--- config.mk ---
export PLATFORM = sky130hd
export DESIGN_NAME = line_follow_pid_steering
export DESIGN_NICKNAME = d
export VERILOG_FILES = /design/src/rtl/lfps_pkg.sv /design/src/rtl/lfps_lane.sv /design/src/rtl/lfps_pid.sv /design/src/rtl/line_follow_pid_steering.sv
export SDC_FILE = /design/constraint.sdc
export NUM_CORES = 1
export LEC_CHECK = 0
export ABC_AREA = 1
export BUFFER_PORTS_ARGS = -buffer_cell sky130_fd_sc_hd__buf_2
export CAP_MARGIN = 20
export CORE_MARGIN = 3
export CORE_UTILIZATION = 62
export CTS_CLUSTER_DIAMETER = 120
export DETAILED_ROUTE_END_ITERATION = 10
export GPL_ROUTABILITY_DRIVEN = 0
export PLACE_DENSITY_LB_ADDON = 0.25
export SYNTH_ARGS = -nofsm -noshare
export SYNTH_HDL_FRONTEND = slang
export SYNTH_SLANG_ARGS = --single-unit
--- constraint.sdc ---
create_clock -name aclk -period 10.4 [get_ports aclk]
set_input_delay 0.52 -clock aclk [delete_from_list [all_inputs] [get_ports aclk]]
set_output_delay 0.52 -clock aclk [all_outputs]
set_load 0.01 [all_outputs]
--- src/rtl/lfps_pkg.sv ---
`default_nettype none

package lfps_pkg;

    localparam int SAMPLE_BITS_DEF = 8;
    localparam int GAIN_W          = 16;
    localparam int LEVEL_W         = 7;
    localparam int LIMIT_W         = 12;
    localparam int CFG_DATA_W      = 16;
    localparam int CFG_IDX_W       = 3;

    localparam int PRESENT_W = 8;
    localparam int DELTA_W   = 9;
    localparam int SUM_W     = 13;
    localparam int ERR_W     = 27;
    localparam int FRAC_W    = 17;
    localparam int STEER_W   = 9;

    localparam int M_TDATA_W = ((2 * LEVEL_W + STEER_W + 7) / 8) * 8;

    localparam logic [LEVEL_W-1:0] LEVEL_FULL = 7'd100;
    localparam logic signed [SUM_W-1:0] KI_Q16 = 13'sd2621;

    localparam logic [CFG_IDX_W-1:0] REG_SENSOR_GAIN    = 3'd0;
    localparam logic [CFG_IDX_W-1:0] REG_BLACK_LEVEL    = 3'd1;
    localparam logic [CFG_IDX_W-1:0] REG_WHITE_LEVEL    = 3'd2;
    localparam logic [CFG_IDX_W-1:0] REG_CRUISE_SPEED   = 3'd3;
    localparam logic [CFG_IDX_W-1:0] REG_INTEGRAL_LIMIT = 3'd4;

    typedef struct packed {
        logic [GAIN_W-1:0]  sensor_gain_q16;
        logic [LEVEL_W-1:0] black_level;
        logic [LEVEL_W-1:0] white_level;
        logic [LEVEL_W-1:0] cruise_speed;
        logic [LIMIT_W-1:0] integral_limit;
    } cfg_t;

    localparam cfg_t CFG_RESET = '{
        sensor_gain_q16: 16'd25559,
        black_level:     7'd77,
        white_level:     7'd7,
        cruise_speed:    7'd50,
        integral_limit:  12'd2500
    };

endpackage

`default_nettype wire

--- src/rtl/lfps_lane.sv ---
`default_nettype none

module lfps_lane #(
    parameter int SAMPLE_BITS = lfps_pkg::SAMPLE_BITS_DEF
) (
    input  wire logic                            aclk,
    input  wire logic                            load,
    input  wire logic [SAMPLE_BITS-1:0]          sample,
    input  wire lfps_pkg::cfg_t                  cfg,
    output logic      [lfps_pkg::LEVEL_W-1:0]    level
);
    import lfps_pkg::*;

    localparam int PROD_W = SAMPLE_BITS + GAIN_W;

    logic [PROD_W-1:0]      prod_reg;
    logic [SAMPLE_BITS-1:0] raw_lvl;
    logic [SAMPLE_BITS-1:0] black_ext;
    logic [SAMPLE_BITS-1:0] white_ext;
    logic [SAMPLE_BITS-1:0] mid_lvl;

    always_ff @(posedge aclk) begin
        if (load) begin
            prod_reg <= PROD_W'(sample) * PROD_W'(cfg.sensor_gain_q16);
        end
    end

    assign raw_lvl   = prod_reg[PROD_W-1:GAIN_W];
    assign black_ext = {{(SAMPLE_BITS-LEVEL_W){1'b0}}, cfg.black_level};
    assign white_ext = {{(SAMPLE_BITS-LEVEL_W){1'b0}}, cfg.white_level};

    // black test first, then white; a forced 100 can still drop to 0
    always_comb begin
        mid_lvl = (raw_lvl >= black_ext) ? SAMPLE_BITS'(LEVEL_FULL) : raw_lvl;
        level   = (mid_lvl <= white_ext) ? '0 : mid_lvl[LEVEL_W-1:0];
    end

endmodule

`default_nettype wire

--- src/rtl/lfps_pid.sv ---
`default_nettype none

module lfps_pid (
    input  wire logic                               aclk,
    input  wire logic                               aresetn,
    input  wire logic                               in_fire,
    output logic                                    in_ready,
    input  wire logic [lfps_pkg::LEVEL_W-1:0]       left_level,
    input  wire logic [lfps_pkg::LEVEL_W-1:0]       right_level,
    input  wire lfps_pkg::cfg_t                     cfg,
    output logic                                    m_tvalid,
    input  wire logic                               m_tready,
    output logic      [lfps_pkg::M_TDATA_W-1:0]     m_tdata
);
    import lfps_pkg::*;

    // stage flags: products ready, P ready, D/I ready, error ready
    logic v1_reg, v2_reg, v3_reg, v4_reg;
    logic out_load;

    logic signed [PRESENT_W-1:0] present_reg, prev_reg, present_next;
    logic signed [DELTA_W-1:0]   delta_reg, delta_next;
    logic signed [SUM_W-1:0]     sum_reg, sum_next;
    logic signed [SUM_W:0]       sum_wide, lim_wide;
    logic signed [ERR_W-1:0]     e_reg, e_next;

    logic                  neg;
    logic [ERR_W-1:0]      mag;
    logic [STEER_W-1:0]    whole;
    logic                  frac_nz;
    logic [STEER_W:0]      ceil_mag;
    logic [LEVEL_W-1:0]    reduced;
    logic [LEVEL_W-1:0]    ld_next, rd_next;
    logic [STEER_W-1:0]    shown_next;

    logic                  m_tvalid_reg;
    logic [LEVEL_W-1:0]    ld_reg, rd_reg;
    logic [STEER_W-1:0]    shown_reg;

    assign out_load = v4_reg && (!m_tvalid_reg || m_tready);
    assign in_ready = !(v1_reg || v2_reg || v3_reg) && (!v4_reg || out_load);

    always_ff @(posedge aclk) begin
        if (!aresetn) begin
            v1_reg       <= 1'b0;
            v2_reg       <= 1'b0;
            v3_reg       <= 1'b0;
            v4_reg       <= 1'b0;
            m_tvalid_reg <= 1'b0;
            prev_reg     <= '0;
            sum_reg      <= '0;
        end else begin
            v1_reg <= in_fire;
            v2_reg <= v1_reg;
            v3_reg <= v2_reg;
            v4_reg <= v3_reg || (v4_reg && !out_load);
            if (out_load) begin
                m_tvalid_reg <= 1'b1;
            end else if (m_tready) begin
                m_tvalid_reg <= 1'b0;
            end
            if (v2_reg) begin
                sum_reg  <= sum_next;
                prev_reg <= present_reg;
            end
        end
    end

    assign present_next = $signed({1'b0, right_level}) - $signed({1'b0, left_level});
    assign delta_next   = DELTA_W'(present_reg) - DELTA_W'(prev_reg);
    assign sum_wide     = (SUM_W+1)'(sum_reg) + (SUM_W+1)'(present_reg);
    assign lim_wide     = $signed({2'b00, cfg.integral_limit});

    always_comb begin
        if (sum_wide < -lim_wide) begin
            sum_next = SUM_W'(-lim_wide);
        end else if (sum_wide > lim_wide) begin
            sum_next = SUM_W'(lim_wide);
        end else begin
            sum_next = SUM_W'(sum_wide);
        end
    end

    // error in units of 2^-17, final halving included
    assign e_next = (ERR_W'(present_reg) <<< 16) + (ERR_W'(delta_reg) <<< 15)
                  + ERR_W'(sum_reg) * ERR_W'(KI_Q16);

    always_ff @(posedge aclk) begin
        if (v1_reg) begin
            present_reg <= present_next;
        end
        if (v2_reg) begin
            delta_reg <= delta_next;
        end
        if (v3_reg) begin
            e_reg <= e_next;
        end
        if (out_load) begin
            ld_reg    <= ld_next;
            rd_reg    <= rd_next;
            shown_reg <= shown_next;
        end
    end

    always_comb begin
        neg      = e_reg[ERR_W-1];
        mag      = neg ? $unsigned(-e_reg) : $unsigned(e_reg);
        whole    = mag[FRAC_W+STEER_W-1:FRAC_W];
        frac_nz  = |mag[FRAC_W-1:0];
        ceil_mag = {1'b0, whole} + {{STEER_W{1'b0}}, frac_nz};
        reduced  = (ceil_mag >= (STEER_W+1)'(cfg.cruise_speed)) ? '0
                 : cfg.cruise_speed - ceil_mag[LEVEL_W-1:0];
        ld_next    = cfg.cruise_speed;
        rd_next    = cfg.cruise_speed;
        shown_next = '0;
        // magnitude below one: no steering
        if (|mag[ERR_W-1:FRAC_W]) begin
            if (neg) begin
                ld_next    = reduced;
                shown_next = -whole;
            end else begin
                rd_next    = reduced;
                shown_next = whole;
            end
        end
    end

    assign m_tvalid = m_tvalid_reg;
    assign m_tdata  = M_TDATA_W'({shown_reg, rd_reg, ld_reg});

endmodule

`default_nettype wire

--- src/rtl/line_follow_pid_steering.sv ---
// Channel   Dir  Payload (low bits first)                        Handshake
// s_*       in   left_sample, right_sample                        s_tvalid/s_tready
// m_*       out  left_drive, right_drive, steer_error             m_tvalid/m_tready
// cfg_*     in   register index, write data                       cfg_we
//
// One transaction in gives one transaction out, through the lane product,
// P, D/I, error and output registers. A new transaction is not taken until
// the last leaves the four-stage product / P / D-I / error chain it walks alone.
// A finished result waits in the output register; the next transaction is
// taken as that register loads, so only an m_tready stall longer than the
// chain holds back s_tready. Reset (aresetn low, synchronous) restores the
// config registers and clears the valid flags, P history and the integral.
`default_nettype none

module line_follow_pid_steering #(
    parameter int SAMPLE_BITS = lfps_pkg::SAMPLE_BITS_DEF
) (
    input  wire logic                                   aclk,
    input  wire logic                                   aresetn,
    // left_sample, right_sample
    input  wire logic [((2*SAMPLE_BITS+7)/8)*8-1:0]     s_tdata,
    input  wire logic                                   s_tvalid,
    output logic                                        s_tready,
    // left_drive, right_drive, steer_error, zero fill
    output logic      [lfps_pkg::M_TDATA_W-1:0]         m_tdata,
    output logic                                        m_tvalid,
    input  wire logic                                   m_tready,
    input  wire logic                                   cfg_we,
    input  wire logic [lfps_pkg::CFG_IDX_W-1:0]         cfg_index,
    input  wire logic [lfps_pkg::CFG_DATA_W-1:0]        cfg_wdata
);
    import lfps_pkg::*;

    cfg_t               cfg_reg;
    logic               s_fire;
    logic [LEVEL_W-1:0] left_level, right_level;

    always_ff @(posedge aclk) begin
        if (!aresetn) begin
            cfg_reg <= CFG_RESET;
        end else if (cfg_we) begin
            unique case (cfg_index)
                REG_SENSOR_GAIN:    cfg_reg.sensor_gain_q16 <= cfg_wdata;
                REG_BLACK_LEVEL:    cfg_reg.black_level     <= cfg_wdata[LEVEL_W-1:0];
                REG_WHITE_LEVEL:    cfg_reg.white_level     <= cfg_wdata[LEVEL_W-1:0];
                REG_CRUISE_SPEED:   cfg_reg.cruise_speed    <= cfg_wdata[LEVEL_W-1:0];
                REG_INTEGRAL_LIMIT: cfg_reg.integral_limit  <= cfg_wdata[LIMIT_W-1:0];
                default: ;
            endcase
        end
    end

    assign s_fire = s_tvalid && s_tready;

    lfps_lane #(.SAMPLE_BITS(SAMPLE_BITS)) u_lane_left (
        .aclk   (aclk),
        .load   (s_fire),
        .sample (s_tdata[SAMPLE_BITS-1:0]),
        .cfg    (cfg_reg),
        .level  (left_level)
    );

    lfps_lane #(.SAMPLE_BITS(SAMPLE_BITS)) u_lane_right (
        .aclk   (aclk),
        .load   (s_fire),
        .sample (s_tdata[2*SAMPLE_BITS-1:SAMPLE_BITS]),
        .cfg    (cfg_reg),
        .level  (right_level)
    );

    lfps_pid u_pid (
        .aclk        (aclk),
        .aresetn     (aresetn),
        .in_fire     (s_fire),
        .in_ready    (s_tready),
        .left_level  (left_level),
        .right_level (right_level),
        .cfg         (cfg_reg),
        .m_tvalid    (m_tvalid),
        .m_tready    (m_tready),
        .m_tdata     (m_tdata)
    );

endmodule

`default_nettype wire

==> qor.txt <==
outcome: completed
CP Max Fanout: 11
Comb pwr share: 64.5%
height of the die: 194 um
Die X-Extent: 194 um
FILL cells: 2937
# hold bufs at CTS: 0
CP Launch Point: u_pid.sum_reg[10]
DR vias/cell: 5.52
largest net degree at the start of global routing: 61
clk slew on worst S/H paths: 60 ps
starting density of the core: 63.0%
DRT Pass-1 Iters: 5
Wirelength per Cell: 15.6 um
n_diodes: 0
Crit path buffers/inverters: 7
post-cts resize count: 0
synth unique cells: 53
H-Tree Level Count: 4
P&R area growth vs syn: 5.62%
Total Power: 4.21 mW
origin of the worst min-delay path: cfg_wdata[13]
critical path's top delay family: adder cells
reg-to-reg slack, setup: 3820 ps
row count: 68
highest-count cells in the layout ignoring fill and taps: inv_1 (624), nand2_1 (610), ha_1 (283), fa_1 (220), a21oi_1 (181)
max FFs per register: 49
HP Class: in -> reg
asr flop ratio synth: 0%
maximum vdd drop: 0.000145 V
max_slew headroom: 32.3%
share of power burned in registers: 21.2%
antenna violations before repair: 0
root buffer cell: clkbuf_16
Ports: 66
Clock power frac: 14.3%
Critical Path End Type: flop
crit path capture: u_pid.e_reg[23]
Least-Margin Pin Slew: 1010 ps
Sw Ratio: 48.2%
clock sink total: 158
RSZ-0062 raised after global routing: false
GRT Overall Usage: 28.4%
MaxCap Viol Count: 0
Worst R2R Path Depth: 27
Levels on crit path: 27
Pins Over Slew Limit: 0
Post-synth EDFFs: 83
final hold violations: 0
Post-DP HPWL: 41500 um
crit-path most repeated cell: inv_1
number of synthesized register bits: 158
Startpoint Class: flop
post-synthesis cell count: 2827
Final period util: 63.3%
FMAX: 152 MHz
Post-DP Area: 22400 um^2
first-pass GRT wire length: 88700 um
Setup Fix Bufs, Post-CTS: 0
IO buf count: 64
CP max stage cell: dfxtp_1
Reg-to-Reg End: u_pid.e_reg[23]
synth warn: 0
DRC Markers: 0
Die Footprint: 37500 um^2
Psw: 2.03 mW
Mapped Area: 21800 um^2
Synth Flop Type: edfxtp_1
WL final: 51500 um
min Tclk post-route: 6580 ps
fin area: 23000 um^2
most common cell after layout, fill and taps aside: inv_1
nets@finish: 3380
Finish-stage setup viols: 0
Seq/Total Area, Yosys: 18.3%
skew final: 12.9 ps
Crit path required time: 10590 ps
Core Region: 34600 um^2
vias in the first global route: 19000
vias: 18200
worst-skew pair later-pin latency: 440 ps
Leakage: 12.7 nW
Crit path largest cell delay: 590 ps
CTS Buf Count: 17
Crit Path Category: reg -> reg
gr ovfl total: 0
power density over the cells: 183 nW/um^2
Worst EP arrival: 6770 ps
cell-internal power: 2.18 mW
Antenna Nets Post-Route: 0
First DRT Iteration DRCs: 1043
post-synthesis area per instance: 7.71 um^2
final setup TNS: 0 ps
share of cells above drive strength 1: 6.00%
Reg-to-Reg Start: u_pid.sum_reg[10]
post-synthesis net count: 3370
Max clock buf depth: 2
CTS tree: yes
## kinds of logic (layout without fill, tap and decap cells)
logic type / count (synthesis) / count (layout) / share of synthesized area, %
adder cells (fa/ha/maj): 503 / 503 / 36.4
AND/OR/NAND/NOR: 992 / 992 / 19.6
AO/OA/AOI/OAI: 355 / 355 / 8.91
other: 1 / 1 / 0.0172
flip-flops: 158 / 158 / 18.3
XOR/XNOR: 104 / 104 / 4.18
multiplexers: 1 / 1 / 0.0459
buffers and inverters: 713 / 736 / 12.5
## worst min path at each step
| stage | to | slack (ps) | cells past startpoint |
|---|---|---|---|
| after global routing | cfg_reg[46] | 300 | 3 |
| after CTS | cfg_reg[46] | 280 | 3 |
| final | cfg_reg[46] | 300 | 3 |
| after detailed placement | u_pid.prev_reg[4] | 460 | 2 |
| after global placement | u_pid.prev_reg[4] | 450 | 2 |
| after floorplan | u_pid.prev_reg[7] | 440 | 2 |
## power groups by stage
| stage | logic, mW | registers (mW) | clock network, mW |
|---|---|---|---|
| 2_1_floorplan | 2.13 | 0.855 | 0 |
| 3_3_place_gp | 2.58 | 0.902 | 0 |
| 3_5_place_dp | 2.67 | 0.905 | 0 |
| 4_1_cts | 2.70 | 0.891 | 0.609 |
| 5_1_grt | 3.14 | 0.897 | 0.640 |
| 6_report | 2.72 | 0.893 | 0.602 |
## synth_stat cells (all sizes together) (3+ instances only)
master | n | area (um^2)
a21o | 7 | 52.6
clkbuf | 72 | 270
nand4 | 33 | 206
inv | 629 | 2370
nor3b | 3 | 22.5
fa | 220 | 4400
nor4 | 3 | 18.8
o221ai | 3 | 26.3
xor2 | 75 | 657
nand3 | 113 | 608
buf | 11 | 76.3
o21ai | 108 | 541
o21bai | 9 | 67.6
o21a | 3 | 22.5
nand3b | 5 | 37.5
dfxtp | 75 | 1500
nor3 | 25 | 141
o211ai | 16 | 120
edfxtp | 83 | 2490
o31ai | 6 | 45.0
xnor2 | 29 | 254
ha | 283 | 3540
or2 | 13 | 81.3
nand2 | 629 | 2440
a211oi | 4 | 30.0
a21oi | 184 | 928
nor2 | 165 | 699
a31oi | 9 | 56.3
## per-layer routing
metal  track usage, %  share of wire, %  up-vias
met5                0                 0        -
met4             12.2               4.0        0
met3             3.90               6.0      136
met2             50.7                50      618
met1             34.5                40     8645
li1                 -                 -     8841
## through the flow
step           utilization (%)  instances  hold WS, ps  setup WS (ps)
2_1_floorplan                -       2827          435           4810
3_3_place_gp              64.7       3270          451           4370
3_5_place_dp              64.7       3271          464           4120
4_1_cts                   66.4       3303          285           3980
5_1_grt                   66.5       3305          301           3390
6_report                  66.5       3305          299           3820
## tightest hold or removal path: stages
cell and delay (ps):
buf_2 80, nand2_1 50, nand3_1 60
## cell type report
type                    instances  area (um^2)  share of cell area [%]
flip-flops and latches        158         3990                    17.3
clock inverters                14          138                   0.598
multi-input cells            1956        15100                    65.6
inverters                     630         2370                    10.3
repair buffers                 74          427                    1.85
well taps                     455          569                    2.47
clock buffers                  18          429                    1.86
No activity file was read; power rests on OpenSTA's default activity.
